===== src/hdl/rgb16_brightness_scale_assert.svh =====
// ----------------------------------------------------------------------------
// rgb16_brightness_scale assertion macros
// Shared property forms used by the brightness scaler checks.
// ----------------------------------------------------------------------------
`ifndef RGB16_BRIGHTNESS_SCALE_ASSERT_SVH
`define RGB16_BRIGHTNESS_SCALE_ASSERT_SVH

// Same-cycle implication, sampled on clk, off during reset.
`define RGBBS_ASSERT_NOW(label, ante, cons) \
  label: assert property (@(posedge clk) disable iff (rst) (ante) |-> (cons)) \
    else $error("rgb16_brightness_scale: same-cycle check failed");

// Next-cycle implication, sampled on clk, off during reset.
`define RGBBS_ASSERT_NEXT(label, ante, cons) \
  label: assert property (@(posedge clk) disable iff (rst) (ante) |=> (cons)) \
    else $error("rgb16_brightness_scale: next-cycle check failed");

`endif


===== src/hdl/rgbbs_pkg.sv =====
// ----------------------------------------------------------------------------
// rgbbs_pkg
// Types, constants and register indexes of the RGB16 brightness scaler.
// ----------------------------------------------------------------------------
`default_nettype none

package rgbbs_pkg;

  localparam int PIXEL_W   = 16;
  localparam int CHAN_W    = 8;
  localparam int POS_W     = 4;
  localparam int PAD_W     = 3;
  localparam int NUM_CHAN  = 3;
  localparam int DIV_STEPS = CHAN_W;
  localparam int CFG_IDX_W = 3;
  localparam int CFG_DAT_W = 8;

  localparam int CH_RED   = 0;
  localparam int CH_GREEN = 1;
  localparam int CH_BLUE  = 2;

  localparam logic [CHAN_W-1:0] RST_BRIGHTNESS_NOW = 8'd255;
  localparam logic [CHAN_W-1:0] RST_BRIGHTNESS_MAX = 8'd255;
  localparam logic [POS_W-1:0]  RST_RED_POS        = 4'd11;
  localparam logic [POS_W-1:0]  RST_GREEN_POS      = 4'd5;
  localparam logic [POS_W-1:0]  RST_BLUE_POS       = 4'd0;
  localparam logic [PAD_W-1:0]  RST_RED_PAD        = 3'd3;
  localparam logic [PAD_W-1:0]  RST_GREEN_PAD      = 3'd2;
  localparam logic [PAD_W-1:0]  RST_BLUE_PAD       = 3'd3;

  typedef enum logic [CFG_IDX_W-1:0] {
    REG_BRIGHTNESS_NOW = 3'd0,
    REG_BRIGHTNESS_MAX = 3'd1,
    REG_RED_POSITION   = 3'd2,
    REG_GREEN_POSITION = 3'd3,
    REG_BLUE_POSITION  = 3'd4,
    REG_RED_PAD        = 3'd5,
    REG_GREEN_PAD      = 3'd6,
    REG_BLUE_PAD       = 3'd7
  } reg_index_t;

  typedef struct packed {
    logic [CHAN_W-1:0]                level;
    logic [CHAN_W-1:0]                max_level;
    logic [NUM_CHAN-1:0][POS_W-1:0]   pos;
    logic [NUM_CHAN-1:0][PAD_W-1:0]   pad;
  } cfg_t;

  // Partial remainder and dividend/quotient shift word, one pair per channel.
  typedef struct packed {
    logic [NUM_CHAN-1:0][CHAN_W-1:0] rem;
    logic [NUM_CHAN-1:0][CHAN_W-1:0] low;
  } div_word_t;

endpackage

`default_nettype wire


===== src/hdl/rgb16_brightness_scale.sv =====
// ----------------------------------------------------------------------------
// rgb16_brightness_scale
// Brightness fade of packed 16-bit pixels with programmable channel layout.
// ----------------------------------------------------------------------------
// Takes one pixel request per clock while the chain is not stalled and
// returns one scaled pixel per request, in order. The path is a chain of
// ten register stages: channel extraction and the 8x8 brightness multiply,
// eight division cells that each resolve one quotient bit for all three
// channels against brightness_max, and the repack/sum output register.
// Throughput is one pixel per clock while the output is not stalled; a
// stall at the output backs up through the chain. Write the configuration
// registers only while no request is in flight.
`default_nettype none

module rgb16_brightness_scale
  import rgbbs_pkg::*;
(
  input  wire logic                 clk,
  input  wire logic                 rst,
  input  wire logic                 cfg_write,
  input  wire logic [CFG_IDX_W-1:0] cfg_index,
  input  wire logic [CFG_DAT_W-1:0] cfg_data,
  input  wire logic                 in_valid,
  output logic                      in_ready,
  input  wire logic [PIXEL_W-1:0]   pixel_in,
  output logic                      out_valid,
  input  wire logic                 out_ready,
  output logic [PIXEL_W-1:0]        pixel_out
);

  `include "rgb16_brightness_scale_assert.svh"

  logic [CHAN_W-1:0] brightness_now;
  logic [CHAN_W-1:0] brightness_max;
  logic [POS_W-1:0]  red_position;
  logic [POS_W-1:0]  green_position;
  logic [POS_W-1:0]  blue_position;
  logic [PAD_W-1:0]  red_pad;
  logic [PAD_W-1:0]  green_pad;
  logic [PAD_W-1:0]  blue_pad;

  cfg_t cfg;

  always_ff @(posedge clk) begin
    if (rst) begin
      brightness_now <= RST_BRIGHTNESS_NOW;
      brightness_max <= RST_BRIGHTNESS_MAX;
      red_position   <= RST_RED_POS;
      green_position <= RST_GREEN_POS;
      blue_position  <= RST_BLUE_POS;
      red_pad        <= RST_RED_PAD;
      green_pad      <= RST_GREEN_PAD;
      blue_pad       <= RST_BLUE_PAD;
    end else if (cfg_write) begin
      case (reg_index_t'(cfg_index))
        REG_BRIGHTNESS_NOW: brightness_now <= cfg_data;
        REG_BRIGHTNESS_MAX: brightness_max <= cfg_data;
        REG_RED_POSITION:   red_position   <= cfg_data[POS_W-1:0];
        REG_GREEN_POSITION: green_position <= cfg_data[POS_W-1:0];
        REG_BLUE_POSITION:  blue_position  <= cfg_data[POS_W-1:0];
        REG_RED_PAD:        red_pad        <= cfg_data[PAD_W-1:0];
        REG_GREEN_PAD:      green_pad      <= cfg_data[PAD_W-1:0];
        REG_BLUE_PAD:       blue_pad       <= cfg_data[PAD_W-1:0];
        default: ;
      endcase
    end
  end

  // Clamp the fade level to the maximum.
  always_comb begin
    cfg.level           = (brightness_now > brightness_max) ? brightness_max
                                                            : brightness_now;
    cfg.max_level       = brightness_max;
    cfg.pos[CH_RED]     = red_position;
    cfg.pos[CH_GREEN]   = green_position;
    cfg.pos[CH_BLUE]    = blue_position;
    cfg.pad[CH_RED]     = red_pad;
    cfg.pad[CH_GREEN]   = green_pad;
    cfg.pad[CH_BLUE]    = blue_pad;
  end

  logic      stage_valid [DIV_STEPS+1];
  logic      stage_ready [DIV_STEPS+1];
  div_word_t stage_word  [DIV_STEPS+1];

  rgbbs_front u_front (
    .clk       (clk),
    .rst       (rst),
    .cfg       (cfg),
    .in_valid  (in_valid),
    .in_ready  (in_ready),
    .pixel     (pixel_in),
    .out_valid (stage_valid[0]),
    .out_ready (stage_ready[0]),
    .out_word  (stage_word[0])
  );

  for (genvar i = 0; i < DIV_STEPS; i++) begin : g_cell
    rgbbs_div_cell u_cell (
      .clk       (clk),
      .rst       (rst),
      .divisor   (brightness_max),
      .in_valid  (stage_valid[i]),
      .in_ready  (stage_ready[i]),
      .in_word   (stage_word[i]),
      .out_valid (stage_valid[i+1]),
      .out_ready (stage_ready[i+1]),
      .out_word  (stage_word[i+1])
    );
  end

  rgbbs_back u_back (
    .clk       (clk),
    .rst       (rst),
    .cfg       (cfg),
    .in_valid  (stage_valid[DIV_STEPS]),
    .in_ready  (stage_ready[DIV_STEPS]),
    .in_word   (stage_word[DIV_STEPS]),
    .out_valid (out_valid),
    .out_ready (out_ready),
    .pixel     (pixel_out)
  );

  // A refused request means the chain is full back to a stalled output.
  `RGBBS_ASSERT_NOW(a_stall_origin, !in_ready, out_valid && !out_ready)
  // An accepted request occupies the front stage on the next clock.
  `RGBBS_ASSERT_NEXT(a_front_load, in_valid && in_ready, stage_valid[0])
  // A zero maximum brightness yields a black pixel.
  `RGBBS_ASSERT_NOW(a_zero_max, out_valid && brightness_max == '0, pixel_out == '0)

endmodule

`default_nettype wire


===== src/hdl/rgbbs_front.sv =====
// ----------------------------------------------------------------------------
// rgbbs_front
// Channel extraction and brightness multiply, registered.
// ----------------------------------------------------------------------------
`default_nettype none

module rgbbs_front
  import rgbbs_pkg::*;
(
  input  wire logic               clk,
  input  wire logic               rst,
  input  wire cfg_t               cfg,
  input  wire logic               in_valid,
  output logic                    in_ready,
  input  wire logic [PIXEL_W-1:0] pixel,
  output logic                    out_valid,
  input  wire logic               out_ready,
  output div_word_t               out_word
);

  div_word_t word_next;

  always_comb begin
    logic [CHAN_W-1:0]   sh;
    logic [CHAN_W-1:0]   chan;
    logic [2*CHAN_W-1:0] prod;
    word_next = '0;
    for (int c = 0; c < NUM_CHAN; c++) begin
      sh   = CHAN_W'(pixel >> cfg.pos[c]);
      chan = sh << cfg.pad[c];
      prod = (2*CHAN_W)'(chan) * (2*CHAN_W)'(cfg.level);
      word_next.rem[c] = prod[2*CHAN_W-1:CHAN_W];
      word_next.low[c] = prod[CHAN_W-1:0];
    end
  end

  assign in_ready = !out_valid || out_ready;

  always_ff @(posedge clk) begin
    if (rst) begin
      out_valid <= 1'b0;
    end else if (in_ready) begin
      out_valid <= in_valid;
    end
  end

  always_ff @(posedge clk) begin
    if (in_valid && in_ready) begin
      out_word <= word_next;
    end
  end

endmodule

`default_nettype wire


===== src/hdl/rgbbs_div_cell.sv =====
// ----------------------------------------------------------------------------
// rgbbs_div_cell
// One restoring-division step for all channels: one quotient bit per cell.
// ----------------------------------------------------------------------------
`default_nettype none

module rgbbs_div_cell
  import rgbbs_pkg::*;
(
  input  wire logic              clk,
  input  wire logic              rst,
  input  wire logic [CHAN_W-1:0] divisor,
  input  wire logic              in_valid,
  output logic                   in_ready,
  input  wire div_word_t         in_word,
  output logic                   out_valid,
  input  wire logic              out_ready,
  output div_word_t              out_word
);

  div_word_t word_next;

  always_comb begin
    logic [CHAN_W:0] trial;
    logic [CHAN_W:0] diff;
    logic            ge;
    word_next = '0;
    for (int c = 0; c < NUM_CHAN; c++) begin
      trial = {in_word.rem[c], in_word.low[c][CHAN_W-1]};
      diff  = trial - {1'b0, divisor};
      ge    = (trial >= {1'b0, divisor});
      word_next.rem[c] = ge ? diff[CHAN_W-1:0] : trial[CHAN_W-1:0];
      word_next.low[c] = {in_word.low[c][CHAN_W-2:0], ge};
    end
  end

  assign in_ready = !out_valid || out_ready;

  always_ff @(posedge clk) begin
    if (rst) begin
      out_valid <= 1'b0;
    end else if (in_ready) begin
      out_valid <= in_valid;
    end
  end

  always_ff @(posedge clk) begin
    if (in_valid && in_ready) begin
      out_word <= word_next;
    end
  end

endmodule

`default_nettype wire


===== src/hdl/rgbbs_back.sv =====
// ----------------------------------------------------------------------------
// rgbbs_back
// Repack the scaled channels into a pixel and hold it in the output register.
// ----------------------------------------------------------------------------
`default_nettype none

module rgbbs_back
  import rgbbs_pkg::*;
(
  input  wire logic         clk,
  input  wire logic         rst,
  input  wire cfg_t         cfg,
  input  wire logic         in_valid,
  output logic              in_ready,
  input  wire div_word_t    in_word,
  output logic              out_valid,
  input  wire logic         out_ready,
  output logic [PIXEL_W-1:0] pixel
);

  logic [PIXEL_W-1:0] pixel_next;

  always_comb begin
    logic [CHAN_W-1:0]  q;
    logic [PIXEL_W-1:0] term;
    pixel_next = '0;
    for (int c = 0; c < NUM_CHAN; c++) begin
      q          = in_word.low[c] >> cfg.pad[c];
      term       = PIXEL_W'(q) << cfg.pos[c];
      pixel_next = pixel_next + term;
    end
    if (cfg.max_level == '0) begin
      pixel_next = '0;
    end
  end

  assign in_ready = !out_valid || out_ready;

  always_ff @(posedge clk) begin
    if (rst) begin
      out_valid <= 1'b0;
    end else if (in_ready) begin
      out_valid <= in_valid;
    end
  end

  always_ff @(posedge clk) begin
    if (in_valid && in_ready) begin
      pixel <= pixel_next;
    end
  end

endmodule

`default_nettype wire


===== config.mk =====
export PLATFORM = sky130hd
export DESIGN_NAME = rgb16_brightness_scale
export DESIGN_NICKNAME = d
export VERILOG_FILES = /design/src/hdl/rgbbs_pkg.sv /design/src/hdl/rgb16_brightness_scale.sv /design/src/hdl/rgbbs_front.sv /design/src/hdl/rgbbs_div_cell.sv /design/src/hdl/rgbbs_back.sv
export VERILOG_INCLUDE_DIRS = /design/src /design/src/hdl
export SDC_FILE = /design/constraint.sdc
export NUM_CORES = 2
export LEC_CHECK = 0
export ABC_AREA = 1
export BUFFER_PORTS_ARGS = -buffer_cell sky130_fd_sc_hd__buf_4
export CORE_ASPECT_RATIO = 1.75
export CORE_MARGIN = 2
export CORE_UTILIZATION = 40
export DETAILED_ROUTE_END_ITERATION = 10
export GPL_ROUTABILITY_DRIVEN = 0
export PLACE_DENSITY = 0.58
export SYNTH_ARGS = -nofsm -noshare
export SYNTH_HDL_FRONTEND = slang
export SYNTH_HIERARCHICAL = 1
export SYNTH_SLANG_ARGS = --single-unit

===== constraint.sdc =====
create_clock -name clk -period 6.2 [get_ports clk]
set_input_delay 0.62 -clock clk [delete_from_list [all_inputs] [get_ports clk]]
set_output_delay 0.62 -clock clk [all_outputs]
set_load 0.005 [all_outputs]

==> run summary <==
status: finished, final reports clean
number of diodes: 0
layout cells sized above 1: 0.0996
Clock Path Buffers: 3
Pwr Density: 380 mW/mm2
P_leak: 0.0216 uW
total grt overflow: 0
worst r2r dst: u_front/out_word[46]
crit-path max FO: 9
R2R cell count: 25
final hold viol count: 0
Initial Util: 0.403
Hold WC Path Type: input pin to register
multi-input logic area: 0.0223 mm2
CTS tree: done
vias in the first global route: 32500
Slew Limit Fails: 0
Synth Area per Inst: 7.99 um2
first-pass GRT wire length: 170000 um
initial drt markers: 1938
Vert. Die Dim: 419 um
routed length per placed instance: 17.0 um
hold worst-path end: brightness_max[5]
vias per cell: 5.11
crit path from: brightness_max[7]
final wirelength: 108000 um
fmax: 174 MHz
Final nets: 5493
Hold Startpoint: cfg_data[5]
crit-path most repeated cell: nand2_1
area of the core: 0.0978 mm2
CP peak stage delay: 0.54 ns
r2r startpoint: brightness_max[7]
Rows: 152
Fin Setup TNS: 0 ns
Area growth syn-to-layout: 9.06%
die width: 241 um
minimum clock period: 5.74 ns
Fin Clk Skew: 0.0276 ns
Worst IR Drop VDD: 0.000349 V
H-tree levels: 2
total power: 16300 uW
Reg area: 0.0137 mm2
total CTS buffers: 46
Antenna Nets Post-Route: 0
clock slew seen by the registers of the worst setup and hold paths: 0.07 ns
Ports: 50
Worst Setup Start Kind: register
pin count of the biggest net entering global routing: 49
Mapped Nets: 5425
antenna violations before repair: 0
1st-pass router iterations: 6
Post-route DRC: 0
Syn Inst Count: 4926
Rel. slew slack: 0.321
Least-Margin Pin Slew: 1.01 ns
Die Area: 0.101 mm2
root buf cell: clkbuf_16
RSZ-0062 raised after global routing: no
via count: 32400
HPWL after detailed placement: 86500 um
clk_lat worst skew: 0.59 ns
Synth Warn #: 6
post-layout instance area: 0.0429 mm2
Setup crit end kind: register
Mapped Area: 0.0394 mm2
global-route usage over all layers: 0.216
R2R Setup Slk: 0.46 ns
Hold Path Stages: 3
Placed Area: 0.0413 mm2
fillers: 9749
fin crit share: 0.925
Worst Setup Path Type: register to register
Crit path arrival time: 6.06 ns
CP max stage cell: fa_1
Final setup viols: 0
TritonCTS Sinks: 471
WP data required: 6.52 ns
max_cap viols: 0
PortBufs: 49
==> worst max-delay path: cells and delay by family (launching register included) <==
kind                       cells  cell delay (ns)
adders and majority gates      6             2.65
buffers and inverters          5             0.73
and+or+nand+nor               10             1.23
AOI/OAI and AO/OA              3             0.45
DFF                            1             0.33
xor gates and xnor gates       1             0.09
==> power by group <==
group,internal [uW],switching (uW),total [uW]
Combinational,3370,5610,8970
Clock,1690,1240,2940
Sequential,4180,231,4410
==> cells in the final DEF (no fill, tap or decap), types with 9 or more instances in the layout <==
cell / count
a21oi_1: 139
a21oi_2: 12
a21oi_4: 10
buf_4: 108
clkbuf_16: 49
clkinv_1: 11
dfxtp_1: 43
edfxtp_1: 424
fa_1: 145
ha_1: 322
inv_1: 717
inv_2: 27
nand2_1: 1357
nand2_2: 90
nand2_4: 39
nand2_8: 9
nand3_1: 730
nand3_2: 41
nand4_1: 47
nor2_1: 349
nor2_2: 20
nor2_4: 21
nor3_1: 10
o21ai_0: 69
o21ai_1: 9
or2_2: 10
xnor2_1: 46
xor2_1: 53
==> worst max-delay path by stage <==
stage	end	slack (ns)	depth (start not counted)
detailed placement	u_front/out_word[29]	0.43	24
floorplan	u_front/out_word[28]	0.13	27
CTS	u_front/out_word[29]	0.41	24
finish	u_front/out_word[46]	0.46	25
global placement	u_front/out_word[29]	0.44	24
global route	u_front/out_word[46]	0.04	23
==> final cells by class <==
type / count / share of cell area
clock inverters: 31 / 0.00770
well taps: 1309 / 0.0382
flip-flops and latches: 471 / 0.319
repair buffers: 108 / 0.0189
multi-input cells: 3610 / 0.520
inverters: 757 / 0.0671
clock buffers: 54 / 0.0290
==> metal layers <==
layer / vias up / track usage / share of wire / wire length (um)
met5: - / 0 / 0 / 0
met3: 312 / 0.0172 / 0.028 / 3000
met1: 15200 / 0.210 / 0.35 / 37600
met4: 0 / 0.131 / 0.067 / 7270
met2: 722 / 0.431 / 0.56 / 59900
li1: 16200 / - / - / -
==> registers in the layout (all words and copies together) (netlist names) <==
register,cells
brightness_max,8
u_back/pixel,16
u_front/out_valid,1
blue_pad,3
red_pad,3
g_cell.u_cell/out_valid,8
blue_position,4
u_back/out_valid,1
green_pad,3
u_front/out_word,48
brightness_now,8
red_position,4
g_cell.u_cell/out_word,360
green_position,4
==> per-stage QoR <==
stage	utilization	setup WS (ns)	hold slack (ns)	instances
floorplan	-	0.132	0.400	4926
global placement	0.423	0.439	0.400	6255
detailed placement	0.423	0.429	0.405	6255
CTS	0.439	0.407	0.251	6340
global route	0.439	0.0417	0.272	6340
finish	0.439	0.464	0.292	6340
==> repair_timing <==
item                       CTS  global route
hold buffers                 0             0
resized for setup            0             2
setup endpoints to repair    0             2
setup buffers                0             0
(Power assumes the default switching activity.)
